File: src/rtl/core/bdpc_pkg.sv
package bdpc_pkg;

    // Configuration port
    localparam int CFG_INDEX_W = 1;
    localparam int CFG_DATA_W  = 16;
    localparam int COLS_FIELD_W = 11;

    typedef enum logic [CFG_INDEX_W-1:0] {
        REG_FRAME_ROWS = 1'b0,
        REG_FRAME_COLS = 1'b1
    } cfg_reg_t;

    // Result count
    localparam int                 COUNT_W   = 26;
    localparam logic [COUNT_W-1:0] COUNT_MAX = {COUNT_W{1'b1}};

    // One line buffer entry: the two rows above the current one at a column
    typedef struct packed {
        logic mid;  // row two above the incoming row, for the next pass
        logic cur;  // row one above the incoming row, for the next pass
    } line_word_t;

endpackage

File: src/rtl/core/bdpc_line_buf.sv
// Two-row line buffer: one write port, one registered read port.
// A read of the address written in the same cycle returns the new data.
module bdpc_line_buf #(
    parameter int DEPTH = 1024,
    parameter int AW    = 10
) (
    input  logic                  clk,
    input  logic                  wr_en,
    input  logic [AW-1:0]         wr_addr,
    input  bdpc_pkg::line_word_t  wr_data,
    input  logic [AW-1:0]         rd_addr,
    output bdpc_pkg::line_word_t  rd_data
);

    bdpc_pkg::line_word_t line_mem_reg [DEPTH];
    bdpc_pkg::line_word_t rd_data_reg;

    always_ff @(posedge clk)
    begin
        if (wr_en)
        begin
            line_mem_reg[wr_addr] <= wr_data;
        end
    end

    always_ff @(posedge clk)
    begin
        if (wr_en && (wr_addr == rd_addr))
        begin
            rd_data_reg <= wr_data;
        end
        else
        begin
            rd_data_reg <= line_mem_reg[rd_addr];
        end
    end

    assign rd_data = rd_data_reg;

endmodule

File: src/rtl/core/binary_dilation_pixel_counter_top.sv
// Channel  | Direction | Handshake          | Payload
// ---------+-----------+--------------------+------------------------------
// in       | input     | in_valid/in_stall  | cell_set (1 bit)
// out      | output    | out_valid/out_stall| covered_count (26 bits)
// cfg      | input     | cfg_we             | cfg_index (1 bit), cfg_data (16 bits)
//
// One item per clock while no frame end is held back. The whole 3x3 window
// update and the count add run in the accept cycle; the line buffer is read
// ahead at the next column, with bypass for a write to the same column.
// Reset (rst_n, async, active low) clears positions, window, count and the
// geometry (1x1); the line buffer holds no reset and needs no clearing pass.
// out_stall only holds back an item that closes a frame while a count waits.
module binary_dilation_pixel_counter_top #(
    parameter int MAX_COLS = 1024,
    parameter int MAX_ROWS = 65535
) (
    input  logic                              clk,
    input  logic                              rst_n,
    // configuration
    input  logic                              cfg_we,
    input  logic [bdpc_pkg::CFG_INDEX_W-1:0]  cfg_index,
    input  logic [bdpc_pkg::CFG_DATA_W-1:0]   cfg_data,
    // cells in
    input  logic                              in_valid,
    output logic                              in_stall,
    input  logic                              cell_set,
    // count out
    output logic                              out_valid,
    input  logic                              out_stall,
    output logic [bdpc_pkg::COUNT_W-1:0]      covered_count
);

    localparam int CW = $clog2(MAX_COLS);
    localparam int RW = $clog2(MAX_ROWS + 1);

    // Window layout: three 3-bit column groups, bit0 upper, bit1 middle,
    // bit2 current row. Masks pick cells whose neighborhood is in view.
    localparam logic [8:0] MASK_ALL      = 9'h1FF;
    localparam logic [8:0] MASK_OLD2     = 9'h03F;
    localparam logic [8:0] MASK_LOW      = 9'h1B6;
    localparam logic [8:0] MASK_OLD2_LOW = 9'h036;

    // geometry, stored as last index
    logic [RW-1:0] rows_last_reg, rows_last_next;
    logic [CW-1:0] cols_last_reg, cols_last_next;
    logic [31:0]   rows_lim, cols_lim;

    // stream state
    logic [CW-1:0]               col_reg, col_next;
    logic [RW-1:0]               row_reg, row_next;
    logic [8:0]                  window_reg, window_next;
    logic [bdpc_pkg::COUNT_W-1:0] total_reg, total_next;

    // result register
    logic                         out_valid_reg, out_valid_next;
    logic [bdpc_pkg::COUNT_W-1:0] count_reg, count_next;

    logic                  in_accept;
    logic                  row_end, last_row, frame_end;
    logic                  up_bit, mid_bit;
    logic [2:0]            inc;
    logic [bdpc_pkg::COUNT_W:0] sum;
    logic [bdpc_pkg::COUNT_W-1:0] sat_sum;
    logic [CW-1:0]         rd_addr;
    bdpc_pkg::line_word_t  rd_word, wr_word;

    // ---------------- configuration ----------------
    always_comb
    begin
        rows_lim = 32'(cfg_data);
        priority if (rows_lim == 32'd0)
            rows_lim = 32'd1;
        else if (rows_lim > 32'(MAX_ROWS))
            rows_lim = 32'(MAX_ROWS);
        rows_last_next = RW'(rows_lim - 32'd1);

        cols_lim = 32'(cfg_data[bdpc_pkg::COLS_FIELD_W-1:0]);
        priority if (cols_lim == 32'd0)
            cols_lim = 32'd1;
        else if (cols_lim > 32'(MAX_COLS))
            cols_lim = 32'(MAX_COLS);
        cols_last_next = CW'(cols_lim - 32'd1);
    end

    always_ff @(posedge clk or negedge rst_n)
    begin
        if (!rst_n)
        begin
            rows_last_reg <= '0;
            cols_last_reg <= '0;
        end
        else if (cfg_we)
        begin
            unique case (cfg_index)
                bdpc_pkg::REG_FRAME_ROWS: rows_last_reg <= rows_last_next;
                bdpc_pkg::REG_FRAME_COLS: cols_last_reg <= cols_last_next;
                default: ;
            endcase
        end
    end

    // ---------------- position and handshake ----------------
    assign row_end   = (col_reg >= cols_last_reg);
    assign last_row  = (row_reg >= rows_last_reg);
    assign frame_end = row_end && last_row;

    // Only a frame-closing item needs room in the result register.
    assign in_stall  = out_valid_reg && out_stall && frame_end;
    assign in_accept = in_valid && !in_stall;

    // Line buffer is read for the column the next item will land on.
    assign col_next = row_end ? '0 : (col_reg + CW'(1));
    assign row_next = row_end ? (last_row ? '0 : (row_reg + RW'(1))) : row_reg;
    assign rd_addr  = in_accept ? col_next : col_reg;

    // Rows above the top edge read as clear.
    assign up_bit  = (row_reg >= RW'(2)) ? rd_word.mid : 1'b0;
    assign mid_bit = (row_reg != '0)     ? rd_word.cur : 1'b0;

    assign wr_word.mid = mid_bit;
    assign wr_word.cur = cell_set;

    bdpc_line_buf #(
        .DEPTH (MAX_COLS),
        .AW    (CW)
    ) u_line_buf (
        .clk     (clk),
        .wr_en   (in_accept),
        .wr_addr (col_reg),
        .wr_data (wr_word),
        .rd_addr (rd_addr),
        .rd_data (rd_word)
    );

    // ---------------- window and count ----------------
    always_comb
    begin
        window_next = (col_reg == '0) ? 9'h000 : {window_reg[5:0], 3'b000};
        window_next = window_next | {6'b0, cell_set, mid_bit, up_bit};

        // Middle-row cell one column back: full neighborhood in view.
        // At row end the last column is closed too. On the last row the
        // current-row cells close with no row below.
        inc = '0;
        if ((row_reg != '0) && (col_reg != '0))
            inc = inc + 3'(|(window_next & MASK_ALL));
        if ((row_reg != '0) && row_end)
            inc = inc + 3'(|(window_next & MASK_OLD2));
        if (last_row && (col_reg != '0))
            inc = inc + 3'(|(window_next & MASK_LOW));
        if (last_row && row_end)
            inc = inc + 3'(|(window_next & MASK_OLD2_LOW));

        sum     = {1'b0, total_reg} + (bdpc_pkg::COUNT_W+1)'(inc);
        sat_sum = sum[bdpc_pkg::COUNT_W] ? bdpc_pkg::COUNT_MAX
                                         : sum[bdpc_pkg::COUNT_W-1:0];
        total_next = frame_end ? '0 : sat_sum;
    end

    // ---------------- result register ----------------
    always_comb
    begin
        out_valid_next = out_valid_reg && out_stall;
        count_next     = count_reg;
        if (in_accept && frame_end)
        begin
            out_valid_next = 1'b1;
            count_next     = sat_sum;
        end
    end

    always_ff @(posedge clk or negedge rst_n)
    begin
        if (!rst_n)
        begin
            col_reg       <= '0;
            row_reg       <= '0;
            window_reg    <= '0;
            total_reg     <= '0;
            out_valid_reg <= 1'b0;
        end
        else
        begin
            out_valid_reg <= out_valid_next;
            if (in_accept)
            begin
                col_reg    <= col_next;
                row_reg    <= row_next;
                window_reg <= window_next;
                total_reg  <= total_next;
            end
        end
    end

    always_ff @(posedge clk)
    begin
        count_reg <= count_next;
    end

    assign out_valid     = out_valid_reg;
    assign covered_count = count_reg;

endmodule

File: config.mk
export PLATFORM = sky130hd
export DESIGN_NAME = binary_dilation_pixel_counter_top
export DESIGN_NICKNAME = d
export VERILOG_FILES = /design/src/rtl/core/bdpc_pkg.sv /design/src/rtl/core/bdpc_line_buf.sv /design/src/rtl/core/binary_dilation_pixel_counter_top.sv
export SDC_FILE = /design/constraint.sdc
export NUM_CORES = 2
export LEC_CHECK = 0
export ABC_AREA = 1
export BUFFER_PORTS_ARGS = -buffer_cell sky130_fd_sc_hd__buf_4
export CAP_MARGIN = 20
export CORE_MARGIN = 1.5
export CORE_UTILIZATION = 30
export CTS_CLUSTER_SIZE = 24
export DETAILED_ROUTE_END_ITERATION = 7
export SLEW_MARGIN = 25
export SYNTH_ARGS = -nofsm -noshare
export SYNTH_HDL_FRONTEND = slang
export SYNTH_HIERARCHICAL = 1
export SYNTH_SLANG_ARGS = --single-unit
File: constraint.sdc
create_clock -name clk -period 28.2 [get_ports clk]
set_input_delay 5.64 -clock clk [delete_from_list [all_inputs] [get_ports clk]]
set_output_delay 5.64 -clock clk [all_outputs]
set_load 0.01 [all_outputs]
==> results.ini <==
[clock_tree]
cts_tree=built
root_buffer=clkbuf_16
cts_made_buffers=222
clock_path_buffers=3
htree_num_levels=4
cts_setup_buffers=0
clkTransAtPathRegs_ps=60
ctsResizeCount=0
hold_buffers=0
clk_latency_ps=880
numClockSinks=2169

[layout]
area_delta_synth_final_pct=11.7
fin_area_sq_um=105000
largest_reg_flops=2048
nFillCells=31100
drive_above_1_share_pct=7.26
nNetsFinal=8693
fin_cells=13000

[sta]
setup_viol=0
report.final.slew_viol_count=0
finalSetupTns_ps=0
fin_crit_sh_pct=42.1
finalHoldViolCount=0
period_needed_ps=11860
fin_skew_ps=74.2
whs_ps=485
grt_setup_unrepaired=no
fmax_mhz=84.3
slew_headroom_pct=19.7
worst-slew-pin-transition_ps=1200

[pwr]
swShare_pct=36.2
power_density_nw_per_um2=96.6
power_switching_uw=3690
comb_power_share_pct=30.0
p_leak_uw=0.0358
peakVddDrop_mv=0.121
internal-power_uw=6490
pwr-share-clk_pct=28.5
power_frac_seq_pct=41.4

[logic_synthesis]
syn_area_sq_um=94400
synth-simple-area-share_pct=26.0
yosys_warnings=6
synth-edff-count=2074
synth_fa_ha_area_share_pct=0.565
synth-compound-area-share_pct=0.724
synth_xor_xnor_area_share_pct=0.260
synth_ff_type=edfxtp_1
ys_seq_area_share_pct=68.5
syn_nets=8974
async_reset_ff_share_pct=3.92
yosysMostFrequentCell=nand2_1
syn_inst=8909
yosys-top-cells-area=edfxtp_1, nand3_1, nand2_1
muxShareOfSynthArea_pct=0
netlist_top_cells_count=nand2_1, nand3_1, edfxtp_1
yosys_register_bits=2169
syn_avg_cell_area_sq_um=10.6
synth_top_area_share_pct=66.0
synth_top_area_cell=edfxtp_1
ys_types=54
synth_top_family_by_area=simple AND/OR/NAND/NOR gates

[flow_run]
drv_cap=0

[drt]
via_count=66500
avgViaCountPerCell=5.13
firstDrtPassIters=6
drtIter0Drc=7695
drc_errors=0
ant_nets=0
post_drt_wl_per_cell_um=20.7
routed_wl_mm=268

[floorplan]
die_x_um=564
rows=205
coreArea_sq_um=312000
die_y_um=564
io_pins=51
start_util_pct=30.2
fp.dieArea_sq_um=318000

[outcome]
outcome=completed

[worst_setup_path]
crit_path_end_kind=output port
worstPathMaxFanout=5
crit_chain=buf_4, nand2_1, inv_1, nand3_4, inv_1, buf_4
cp-start-kind=primary input
crit_family=buffers and inverters
cp_slowest_cell=buf_4
critPathMaxStageDelay_ps=140
crit_type=primary input to output port
crit_path_start=out_stall
worstPathRequired_ps=22560
worst-path-buf-inv=4
arrival_ps=6220

[place]
dp.cells=12500
hpwl_mm=137
port_buffers=50
gp_congestion=0.816
placed_area_sq_um=98100

[grt]
track_usage_pct=16.5
antenna_found_initial=13
grt_pass1_vias=65300
grt_max_degree=234
grt_overflow=0
grt_pass1_wl_mm=398

[min_path]
worstHoldPathType=flop to flop
worstHoldStart=rows_last_reg[12]

[layer usage]
metal	routed length, um	vias to the layer above	global-route usage [%]
met5	7	-	0
met4	8350	2	5.37
met3	24700	483	2.79
met2	128000	2906	27.9
met1	108000	33000	21.5
li1	-	30200	-
[final timing paths]
path	to	slack (ps)	cells past startpoint
setup / recovery	in_stall	16340	6
hold / removal	rows_last_reg[12]	490	2
setup reg to reg	total_reg[23]	18260	43
hold reg to reg	rows_last_reg[12]	490	2
max in group asynchronous	rows_last_reg[10]	22660	2
min in group asynchronous	total_reg[10]	4590	1
[layout by cell type, fill, tap and decap left out, types with 41 or more instances in the layout]
cell and instances:
ha_1 41, clkbuf_16 223, inv_1 155, nand2_2 51, dfrtp_1 85, edfxtp_1 2074
nand2_1 2325, clkinv_1 45, nand3_1 2091, clkinv_2 42, o21ai_0 46, clkbuf_1 51
nor2_1 1114, buf_4 149
[worst min-delay path, delay by kind of cell (launching register included)]
kind | cells | cell delay (ps)
flip-flops | 1 | 330
AO/OA/AOI/OAI | 1 | 60
AND/OR/NAND/NOR | 1 | 50
[per-stage QoR]
step                power [uW]  worst slack (ps)  util [%]
finish                   10200             16340      33.7
global placement          7250             16300      31.4
floorplan                 6790             13030         -
CTS                      10200             16340      33.7
global route             10600             16250      33.7
detailed placement        7310             16340      31.4
[layout make-up]
type | count | area [sq um] | share of cell area, %
repair buffers | 162 | 1370 | 1.30
multi-input cells | 5897 | 26200 | 24.9
inverters | 176 | 708 | 0.672
flip-flops and latches | 2169 | 64600 | 61.3
well taps | 4140 | 5180 | 4.92
clock buffers | 282 | 5880 | 5.58
diodes | 4 | 10.0 | 0.00950
clock inverters | 130 | 1350 | 1.28
[power groups by stage]
stage	clock (uW)	combinational [uW]	sequential (uW)
after floorplan	0	2020	4770
after global placement	0	2970	4280
after detailed placement	0	3030	4280
after CTS	2950	3030	4220
after global routing	3080	3350	4220
final	2900	3060	4220
[cells by family (layout without fill, tap and decap cells)]
group                      count (synthesis)  after routing
xor gates and xnor gates                  28             28
AOI/OAI and AO/OA                        113            113
buffers and inverters                    843            750
adders and majority gates                 42             42
DFF                                     2169           2169
other                                      0              4
and+or+nand+nor                         5714           5714
Note: power is estimated with default switching activity, not from simulation.
